<file path="config.mk">
export PLATFORM = sky130hd
export DESIGN_NAME = eva_queue
export DESIGN_NICKNAME = d
export VERILOG_FILES = /design/src/design/eva_pkg.sv /design/src/design/eva_queue.sv
export SDC_FILE = /design/constraint.sdc
export NUM_CORES = 1
export LEC_CHECK = 0
export ABC_AREA = 1
export BUFFER_PORTS_ARGS = -buffer_cell sky130_fd_sc_hd__buf_2
export CAP_MARGIN = 15
export CORE_AREA = 2 2 185 187
export DETAILED_ROUTE_END_ITERATION = 8
export DIE_AREA = 0 0 187 189
export PLACE_DENSITY = 0.78
export SLEW_MARGIN = 20
export SYNTH_ARGS = -nofsm -noshare
export SYNTH_HDL_FRONTEND = slang
export SYNTH_SLANG_ARGS = --single-unit
</file>
<file path="constraint.sdc">
create_clock -name aclk -period 14.95 [get_ports aclk]
set_input_delay 2.99 -clock aclk [delete_from_list [all_inputs] [get_ports aclk]]
set_output_delay 2.99 -clock aclk [all_outputs]
set_load 0.05 [all_outputs]
</file>
<file path="src/design/eva_pkg.sv">
package eva_pkg;

    localparam int QUEUE_DEPTH = 2;

    localparam logic [2:0] CFG_STEP_MODE    = 3'd0;
    localparam logic [2:0] CFG_ENTROPY_MODE = 3'd1;
    localparam logic [2:0] CFG_BETA         = 3'd2;
    localparam logic [2:0] CFG_RESIDUAL     = 3'd3;
    localparam logic [2:0] CFG_INV_DT       = 3'd4;
    localparam logic [2:0] CFG_MEAN         = 3'd5;
    localparam logic [2:0] CFG_INV_EV       = 3'd6;
    localparam logic [2:0] CFG_DSCALE       = 3'd7;

    localparam logic [1:0] STEP_ZERO_VEL = 2'd0;
    localparam logic [1:0] STEP_FIRST    = 2'd1;

    typedef struct packed {
        logic [32:0] dc;
        logic [31:0] ux;
        logic [31:0] uy;
        logic [31:0] gx;
        logic [31:0] gy;
        logic [31:0] tavg;
        logic [31:0] h;
        logic        last;
    } entry_t;

    typedef struct packed {
        logic [1:0]  step_mode;
        logic        entropy_mode;
        logic [31:0] beta;
        logic [31:0] resid;
        logic [31:0] inv_dt;
        logic [31:0] mean;
        logic [31:0] inv_ev;
        logic [31:0] dscale;
    } cfg_t;

    typedef struct packed {
        logic        start;
        logic [63:0] a;
        logic [32:0] b;
    } mul_req_t;

    typedef struct packed {
        logic        done;
        logic        sat;
        logic [63:0] value;
        logic [63:0] low;
    } mul_rsp_t;

endpackage

</file>
<file path="src/design/eva_queue.sv">
module eva_queue
    import eva_pkg::*;
(
    input  logic   aclk,
    input  logic   aresetn,
    input  logic   wr_valid,
    output logic   wr_ready,
    input  entry_t wr_data,
    output logic   rd_valid,
    input  logic   rd_ready,
    output entry_t rd_data
);

    localparam int PTR_W = $clog2(QUEUE_DEPTH);
    localparam int CNT_W = $clog2(QUEUE_DEPTH + 1);

    entry_t             mem_reg [QUEUE_DEPTH];
    logic [PTR_W-1:0]   wr_ptr_reg;
    logic [PTR_W-1:0]   rd_ptr_reg;
    logic [CNT_W-1:0]   cnt_reg;
    logic               push;
    logic               pop;

    assign wr_ready = cnt_reg != CNT_W'(QUEUE_DEPTH);
    assign rd_valid = cnt_reg != '0;
    assign rd_data  = mem_reg[rd_ptr_reg];
    assign push     = wr_valid && wr_ready;
    assign pop      = rd_valid && rd_ready;

    always_ff @(posedge aclk) begin
        if (!aresetn) begin
            wr_ptr_reg <= '0;
            rd_ptr_reg <= '0;
            cnt_reg    <= '0;
        end else begin
            if (push) begin
                wr_ptr_reg <= (wr_ptr_reg == PTR_W'(QUEUE_DEPTH - 1)) ? '0 : wr_ptr_reg + 1'b1;
            end
            if (pop) begin
                rd_ptr_reg <= (rd_ptr_reg == PTR_W'(QUEUE_DEPTH - 1)) ? '0 : rd_ptr_reg + 1'b1;
            end
            if (push && !pop) begin
                cnt_reg <= cnt_reg + 1'b1;
            end else if (pop && !push) begin
                cnt_reg <= cnt_reg - 1'b1;
            end
        end
        if (push) begin
            mem_reg[wr_ptr_reg] <= wr_data;
        end
    end

endmodule

</file>
==> impl_metrics.tcl <==
set metrics [dict create \
    run_status "finished clean" \
    rr_endpoint "mem_reg[0][161]" \
    crit_slowest_cell "buf_4" \
    place_congestion 0.793 \
    final.setup.worst_slack_ps 7970 \
    antenna_found_initial 11 \
    synth.ff_latch_count 457 \
    crit_type "register to primary output" \
    clk_path_buf_depth 3 \
    p_leak_nw 8.24 \
    fin_util_pct 64.0 \
    peakVddDrop_v 0.000132 \
    drv_slew 0 \
    fin_crit_ps 6980 \
    routed_wl_um 35700 \
    grt_pass1_vias 8876 \
    fillers 2277 \
    fp.dieH_um 189 \
    cts-root-buf "clkbuf_16" \
    r2r-start "cnt_reg[0]" \
    dieWidth_um 187 \
    required_ps 11960 \
    worstPathArrival_ps 3990 \
    placementRows 67 \
    max_freq_mhz 143 \
    wire_per_inst_um 20.7 \
    cp_max_fo 75 \
    synth_area_leaders "edfxtp_1 (79%), mux2_4 (12%), mux2_2 (5.7%)" \
    grt_pass1_wl_um 52000 \
    finalInstanceArea_sq_um 21300 \
    grt_max_degree 79 \
    cts.sinks 457 \
    synth_fp_nets 971 \
    drc 0 \
    netlist.area_leader.share_pct 79.3 \
    die_area_sq_um 35300 \
    pwr-share-comb_pct 32.9 \
    finalSetupViolations 0 \
    insertion_delay_ps 550 \
    drv_cap 0 \
    r2r_cells 6 \
    yosysTopAreaCell "edfxtp_1" \
    syn_area_per_cell_sq_um 23.1 \
    critPathCaptureType "primary output" \
    initial_core_util_pct 51.4 \
    crit_chain "buf_4 -> buf_4 -> mux2_2 -> buf_2" \
    pin_count 458 \
    htreeDepth 2 \
    ys_warn_count 0 \
    synth_cell_types 15 \
    core_sq_um 33300 \
    numPortBuffers 457 \
    layout_commonest_cell "buf_2" \
    drive_above_1_share_pct 60.3 \
    synthCells 740 \
    dp_hpwl_um 24200 \
    hold_viol 0 \
    holdPathStages 2 \
    fin_crit_sh_pct 46.7 \
    ff2ff_setup_slack_ps 11610 \
    power_density_nw_per_um2 194 \
    relSlewSlack_pct 27.9 \
    clockPowerShare_pct 26.3 \
    rsz0062_at_grt "no" \
    worst_slew_pin_slew_ps 1080 \
    placed_cell_area_sq_um 19800 \
    syn_to_final_growth_pct 24.5 \
    nets 1461 \
    cts_setup_buffers 0 \
    seq_power_share_pct 40.8 \
    internal_power_mw 2.65 \
    holdCritPathClass "register to register" \
    critical_path.top_delay_family "buffers and inverters" \
    num_vias 8686 \
    dr.pass1.iters 4 \
    syn_area_sq_um 17100 \
    cts_resized 0 \
    hp-start "rd_ptr_reg" \
    critPathBufInv 3 \
    hold_buffers 0 \
    slowest_delay_ps 910 \
    cts_buffers 46 \
    largest_reg_flops 452 \
    cts.reportedPaths.clkPinSlew_ps 60 \
    postRouteAntennaNets 0 \
    grt.total_usage_pct 19.5 \
    cts_tree "yes" \
    yosysSeqAreaShare_pct 79.9 \
    crit_top_cell "buf_4" \
    fin_setup_tns_ps 0 \
    p_switching_mw 1.48 \
    swShare_pct 35.9 \
    mostFrequentLayoutCells "buf_2 (457), edfxtp_1 (452), mux2_4 (140)" \
    start_kind "register" \
    preCtsSetupSlack_ps 8510 \
    drtIter0Drc 510 \
    fin_worst_skew_ps 28.8 \
    vias_per_cell 5.04 \
    grt_overflow 0 \
]
## layout make-up
class	count	area [sq um]	area share, %
diodes	9	22.5	0.106
well taps	448	561	2.63
repair buffers	467	2370	11.1
multi-input cells	250	3200	15.0
flip-flops and latches	457	13700	64.2
inverters	8	30.0	0.141
clock buffers	58	1250	5.85
clock inverters	26	209	0.980
## how the worst max path moves through the flow
| stage | to | slack (ps) | cells past startpoint |
|---|---|---|---|
| after global routing | rd_data[57] | 7720 | 4 |
| after detailed placement | rd_data[60] | 8510 | 4 |
| after CTS | rd_data[60] | 7920 | 4 |
| final | rd_data[60] | 7970 | 4 |
| after global placement | rd_data[57] | 8560 | 4 |
| after floorplan | mem_reg[0][0] | 1660 | 2 |
## kinds of logic (layout without fill, tap and decap cells)
group	Yosys count	in the layout	share of synthesized area [%]
multiplexers	226	226	17.9
buffers and inverters	33	559	1.53
adder cells (fa/ha/maj)	1	1	0.0731
other	0	9	0
AND/OR/NAND/NOR	19	19	0.439
flip-flops	457	457	79.9
AO/OA/AOI/OAI	4	4	0.132
## worst min-delay path, cell delays in order (launching register included)
cell	delay, ps
dfxtp_1	330
nor2_1	60
nor2_1	90
## metrics by stage
stage               hold slack [ps]  power [mW]  cells
floorplan                       467        2.86    740
global placement                482        3.06   1629
detailed placement              498        3.08   1629
CTS                             514        4.17   1713
global route                    546        4.27   1720
finish                          512        4.13   1723
## power by group through the flow
stage | clock, mW | combinational [mW] | sequential (mW)
final | 1.08 | 1.36 | 1.69
after global routing | 1.16 | 1.41 | 1.70
after CTS | 1.11 | 1.37 | 1.69
after detailed placement | 0 | 1.36 | 1.71
after global placement | 0 | 1.35 | 1.71
after floorplan | 0 | 1.12 | 1.75
## Yosys cell counts, drive strengths merged
cell type	count
edfxtp	452
mux2	226
buf	25
nand2	9
inv	8
nor2	8
dfxtp	5
o21ai	2
a21oi	1
ha	1
nand3	1
nand4	1
o21a	1
## per-layer routing
metal / vias up / part of all wire [%] / global-route usage (%)
li1: 3938 / - / -
met1: 4302 / 36 / 21.4
met2: 364 / 53 / 35.0
met3: 78 / 7.6 / 6.28
met4: 4 / 3.6 / 8.12
met5: - / 0.084 / 0
Note: power is estimated with default switching activity, not from simulation.
