`config.mk`:
```
export PLATFORM = sky130hd
export DESIGN_NAME = eva_front
export DESIGN_NICKNAME = d
export VERILOG_FILES = /design/src/design/eva_pkg.sv /design/src/design/eva_front.sv
export SDC_FILE = /design/constraint.sdc
export NUM_CORES = 1
export LEC_CHECK = 0
export BUFFER_PORTS_ARGS = -buffer_cell sky130_fd_sc_hd__buf_2
export CELL_PAD_IN_SITES_DETAIL_PLACEMENT = 0
export CELL_PAD_IN_SITES_GLOBAL_PLACEMENT = 1
export CORE_ASPECT_RATIO = 1.2
export CORE_MARGIN = 2
export CORE_UTILIZATION = 36
export DETAILED_ROUTE_END_ITERATION = 7
export GPL_ROUTABILITY_DRIVEN = 0
export PLACE_DENSITY = 0.89
export SLEW_MARGIN = 15
export SYNTH_ARGS = -nofsm -noshare
export SYNTH_HDL_FRONTEND = slang
export SYNTH_SLANG_ARGS = --single-unit
```
`constraint.sdc`:
```
create_clock -name aclk -period 6.32 [get_ports aclk]
set_input_delay 0.316 -clock aclk [delete_from_list [all_inputs] [get_ports aclk]]
set_output_delay 0.316 -clock aclk [all_outputs]
set_load 0.02 [all_outputs]
```
`src/design/eva_pkg.sv`:
```
package eva_pkg;

    localparam int QUEUE_DEPTH = 2;

    localparam logic [2:0] CFG_STEP_MODE    = 3'd0;
    localparam logic [2:0] CFG_ENTROPY_MODE = 3'd1;
    localparam logic [2:0] CFG_BETA         = 3'd2;
    localparam logic [2:0] CFG_RESIDUAL     = 3'd3;
    localparam logic [2:0] CFG_INV_DT       = 3'd4;
    localparam logic [2:0] CFG_MEAN         = 3'd5;
    localparam logic [2:0] CFG_INV_EV       = 3'd6;
    localparam logic [2:0] CFG_DSCALE       = 3'd7;

    localparam logic [1:0] STEP_ZERO_VEL = 2'd0;
    localparam logic [1:0] STEP_FIRST    = 2'd1;

    typedef struct packed {
        logic [32:0] dc;
        logic [31:0] ux;
        logic [31:0] uy;
        logic [31:0] gx;
        logic [31:0] gy;
        logic [31:0] tavg;
        logic [31:0] h;
        logic        last;
    } entry_t;

    typedef struct packed {
        logic [1:0]  step_mode;
        logic        entropy_mode;
        logic [31:0] beta;
        logic [31:0] resid;
        logic [31:0] inv_dt;
        logic [31:0] mean;
        logic [31:0] inv_ev;
        logic [31:0] dscale;
    } cfg_t;

    typedef struct packed {
        logic        start;
        logic [63:0] a;
        logic [32:0] b;
    } mul_req_t;

    typedef struct packed {
        logic        done;
        logic        sat;
        logic [63:0] value;
        logic [63:0] low;
    } mul_rsp_t;

endpackage

```
`src/design/eva_front.sv`:
```
module eva_front
    import eva_pkg::*;
(
    input  logic         aclk,
    input  logic         aresetn,
    input  logic         s_valid,
    output logic         s_ready,
    input  logic [31:0]  s_conc_now,
    input  logic [31:0]  s_conc_before,
    input  logic [31:0]  s_grad_now_x,
    input  logic [31:0]  s_grad_now_y,
    input  logic [31:0]  s_grad_before_x,
    input  logic [31:0]  s_grad_before_y,
    input  logic [31:0]  s_vel_now_x,
    input  logic [31:0]  s_vel_now_y,
    input  logic [31:0]  s_vel_before_x,
    input  logic [31:0]  s_vel_before_y,
    input  logic [31:0]  s_cell_size,
    input  logic         s_last_point,
    output logic         out_valid,
    input  logic         out_ready,
    output entry_t       out_entry
);

    function automatic logic [31:0] avg2(input logic [31:0] a, input logic [31:0] b);
        logic [32:0] s;
        logic [32:0] r;
        s = {a[31], a} + {b[31], b};
        r = s[32] ? (s + 33'd1) : s;
        return r[32:1];
    endfunction

    logic   valid_reg;
    logic   valid_next;
    entry_t entry_reg;
    entry_t entry_next;
    logic   accept;

    assign s_ready   = !valid_reg || out_ready;
    assign accept    = s_valid && s_ready;
    assign out_valid = valid_reg;
    assign out_entry = entry_reg;

    always_comb begin
        entry_next.dc   = {s_conc_now[31], s_conc_now} - {s_conc_before[31], s_conc_before};
        entry_next.ux   = avg2(s_vel_now_x, s_vel_before_x);
        entry_next.uy   = avg2(s_vel_now_y, s_vel_before_y);
        entry_next.gx   = avg2(s_grad_now_x, s_grad_before_x);
        entry_next.gy   = avg2(s_grad_now_y, s_grad_before_y);
        entry_next.tavg = avg2(s_conc_now, s_conc_before);
        entry_next.h    = s_cell_size;
        entry_next.last = s_last_point;
        if (accept) begin
            valid_next = 1'b1;
        end else if (out_ready) begin
            valid_next = 1'b0;
        end else begin
            valid_next = valid_reg;
        end
    end

    always_ff @(posedge aclk) begin
        if (!aresetn) begin
            valid_reg <= 1'b0;
        end else begin
            valid_reg <= valid_next;
        end
        if (accept) begin
            entry_reg <= entry_next;
        end
    end

endmodule

```
==> impl_summary.log <==
[metrics] run status: complete, no violations
[metrics] portion of total power attributed to combinational logic: roughly 38%
[metrics] kind of critical path: in -> reg
[metrics] Power per Cell Area: 240.7 nW/um^2
[metrics] Die Wd: 224.2 um
[metrics] Post-Syn Area per Cell: 8.981 um^2
[metrics] vias in the first global route: between 15000 and 20000
[metrics] initial core utilization: 36.48%
[metrics] Period minus WS final: 4.133 ns
[metrics] final-report setup violation count: 0
[metrics] cell depth of the worst flop-to-flop path: 3
[metrics] sequential-to-total area share from yosys stat: 32.50%
[metrics] end-of-flow core utilization: 45.31%
[metrics] critical register-to-register path startpoint: out_valid
[metrics] switching share of power: 36.47%
[metrics] Worst Hold Class: in -> reg
[metrics] H-tree level count: 1
[metrics] number of buffer cells added on primary ports: 584
[metrics] maximum buffer depth of the clock tree: 3
[metrics] Hold Crit Endpoint: out_entry[193]
[metrics] reg-to-reg setup timing slack: roughly 4.0 ns
[metrics] Slew Limit Fails: 0
[metrics] maximum fanout count along the critical path: 5
[metrics] register area: 6807 um^2
[metrics] wirelength, routed: 72260 um
[metrics] maximum number of pins on one net before global-route repair: about 120
[metrics] clock network fraction of total power: 30.6%
[metrics] via/cell ratio: ~5.5
[metrics] final hold violation count: 0
[metrics] number of warnings issued by yosys: 0
[metrics] IR drop worst, VDD: 255.5 uV
[metrics] net switching component of the power: about 2.3 mW
[metrics] Crit. End Element: flip-flop
[metrics] fmax: 241.9 MHz
[metrics] Die Y-Extent: ~270 um
[metrics] initial DRC count: 1023
[metrics] first-pass GRT wire length: 107200 um
[metrics] Final Skew: 0.007751 ns
[metrics] fin worst setup slack: 2.187 ns
[metrics] Wirelength per Cell: 19.63 um
[metrics] setup repair after global routing missed its margin: no
[metrics] internal power component: 3.978 mW
[metrics] startpoint of the lowest-slack hold path: s_conc_before[0]
[metrics] TritonCTS clock tree: yes
[metrics] Num CTS Buffers: 28
[metrics] Post-CTS Resized: 0
[metrics] post-synthesis async set-or-reset flop share: 0%
[metrics] placeable core area: approximately 57000 um^2
[metrics] synthesis-to-layout area growth: 24.20%
[metrics] Static Leakage: 10.96 nW
[metrics] number of iterations in the first detailed-routing pass: 5
[metrics] endpoint of the lowest-slack register-to-register path: out_entry[120]
[metrics] slew at the pin with the worst max-slew slack: 1.123 ns
[metrics] EDFF count, synth: around 230
[metrics] Distinct cells, synth: 100
[metrics] source-to-sink clock delay at the later pin of the worst-skew pair: 0.58 ns
[metrics] number of rows created at floorplan: 96
[metrics] worst hold path cell count: 3
[metrics] dominant register cell in the synthesized netlist: sky130_fd_sc_hd__edfxtp_1
[metrics] Maximum Capacitance Violations: 0
[metrics] critical path arrival: 4.45 ns
[metrics] nets in the synthesized netlist: 2892
[metrics] # clock sinks: 227
[metrics] summed negative setup slack over all endpoints: 0 ns
[metrics] relative contribution of sequential cells to total power: roughly a third
[metrics] filler instances: around 5700
[metrics] final period utilization: 65.40%
[metrics] share of final-layout standard cells stronger than drive strength 1: 23.44%
[metrics] worst-case setup slack after placement: 1.662 ns
[metrics] sum of net half-perimeters after detailed placement: 58960 um
[metrics] Slew HR: ~25%
[metrics] synthesized netlist cell count: 2332
[metrics] total track usage: 22.67%
[metrics] Req. time, crit path: 6.64 ns
[metrics] multi-input combinational cell area: 13420 um^2
[metrics] CTS clk-pin slew, worst paths: 0.06 ns
[metrics] root buffer cell: sky130_fd_sc_hd__clkbuf_16
[metrics] number of antenna violations at the first check in global routing: 23
[metrics] crit path launch type: input pin
[metrics] routed via count: 20210
[metrics] area of the die: 60130 um^2
[metrics] power consumption: 6.261 mW
[metrics] # DRC: 0
[metrics] total number of nets in the final design: 3477
[metrics] global-route congestion overflow total: 0
[metrics] Worst Hold Margin: 0.2167 ns
[metrics] cell area after synthesis: 20940 um^2
[metrics] post-route antenna net violation count: 0
[metrics] flip-flop and latch count after synthesis: 227
[metrics] top-level port count: about 590
cell usage in the layout, fill, tap and decap left out, types with 43 or more instances in the layout:
cell,netlist,final
sky130_fd_sc_hd__ha_1,197,197
sky130_fd_sc_hd__buf_2,8,584
sky130_fd_sc_hd__edfxtp_1,226,226
sky130_fd_sc_hd__nand2_1,183,183
sky130_fd_sc_hd__xnor2_1,192,192
sky130_fd_sc_hd__inv_1,114,114
sky130_fd_sc_hd__o21ai_0,101,101
sky130_fd_sc_hd__nor2_1,193,193
sky130_fd_sc_hd__nand4_1,43,43
sky130_fd_sc_hd__nor3_1,83,83
sky130_fd_sc_hd__xor2_1,96,96
sky130_fd_sc_hd__nand3_1,62,62
sky130_fd_sc_hd__a21o_1,55,55
sky130_fd_sc_hd__a21oi_1,172,172
per-stage QoR:
step	cells	instance area (um^2)
6_report	3681	26010
5_1_grt	3674	25990
4_1_cts	3674	25990
3_5_place_dp	3587	24570
3_3_place_gp	3587	24570
2_1_floorplan	2332	20950
area by class of cell:
type | instances | share of cell area, %
inverters | 116 | 1.674
diodes | 7 | 0.06734
repair buffers | 625 | 12.80
well taps | 735 | 3.535
clock inverters | 22 | 1.342
clock buffers | 30 | 2.804
flip-flops and latches | 227 | 26.17
multi-input cells | 1919 | 51.61
how the worst max path moves through the flow:
stage                           startpoint             to  slack [ns]
after floorplan              s_conc_now[0]  out_entry[60]        2.41
after global placement       s_conc_now[0]  out_entry[62]        1.75
after detailed placement     s_conc_now[0]  out_entry[60]        1.66
after CTS                    s_conc_now[0]  out_entry[60]        2.27
after global routing      s_conc_before[0]  out_entry[60]        1.93
final                        s_conc_now[0]  out_entry[60]        2.19
synthesized netlist by cell type, drive strengths merged, types with 16 or more instances:
master	count	area share, %
and2	24	0.72
nand2b	36	1.1
nand2	183	3.3
a211oi	31	1.2
nand4	43	1.3
nand3	63	1.5
nor2	193	3.5
nor2b	37	1.1
a21o	55	2.0
or2	16	0.48
or3	23	0.69
clkbuf	60	1.1
o21ai	108	2.6
o21bai	22	0.79
o31ai	17	0.61
a31oi	20	0.60
edfxtp	226	32
o211ai	26	0.93
and3	25	0.75
a21oi	172	4.1
xnor2	192	8.0
nor3	83	2.0
ha	197	12
o21a	28	1.0
inv	114	2.0
xor2	96	4.0
flip-flops by register name (all words and copies together), names as in the netlist:
signal and count:
out_entry 226, out_valid 1
cells by family (layout without fill, tap and decap cells):
group / Yosys count / count (layout) / share of synthesized area (%)
other: 0 / 7 / 0
adders and majority gates: 203 / 203 / 12.34
xor gates and xnor gates: 288 / 288 / 12.04
AOI/OAI and AO/OA: 610 / 610 / 19.43
DFF: 227 / 227 / 32.50
and+or+nand+nor: 811 / 811 / 19.92
muxes: 7 / 7 / 0.3465
buffers and inverters: 186 / 793 / 3.417
critical path, stage by stage:
cell	delay, ns
sky130_fd_sc_hd__buf_2	0.09
sky130_fd_sc_hd__ha_1	0.17
sky130_fd_sc_hd__inv_1	0.06
sky130_fd_sc_hd__fa_1	0.40
sky130_fd_sc_hd__or2_2	0.34
sky130_fd_sc_hd__a221oi_2	0.36
sky130_fd_sc_hd__o211ai_1	0.28
sky130_fd_sc_hd__o211ai_1	0.53
sky130_fd_sc_hd__a311oi_1	0.20
sky130_fd_sc_hd__xor2_1	0.32
sky130_fd_sc_hd__nand3_2	0.13
sky130_fd_sc_hd__or4_4	0.55
sky130_fd_sc_hd__nor4_4	0.37
sky130_fd_sc_hd__nand4_1	0.16
sky130_fd_sc_hd__xnor2_1	0.16
what timing repair did:
item | 4_1_cts | 5_1_grt
endpoints found under the setup margin | 0 | 0
hold buffers | 35 | 0
endpoints found under the hold margin | 34 | 0
setup buffers | 0 | 0
routing by layer:
layer	global-route usage (%)	part of all wire [%]	up-vias
li1	-	-	9825
met1	24.74	38	9461
met2	42.32	50	720
met3	5.248	7.1	169
met4	8.914	4.2	30
met5	0	0.26	-
power by group through the flow:
stage	logic, mW	registers (mW)	clock network (mW)
CTS	2.33	2.00	1.97
global placement	2.29	2.03	0
detailed placement	2.30	2.03	0
floorplan	1.35	2.25	0
finish	2.35	2.00	1.92
global route	2.55	2.01	2.01
No activity file was read; power rests on OpenSTA's default activity.
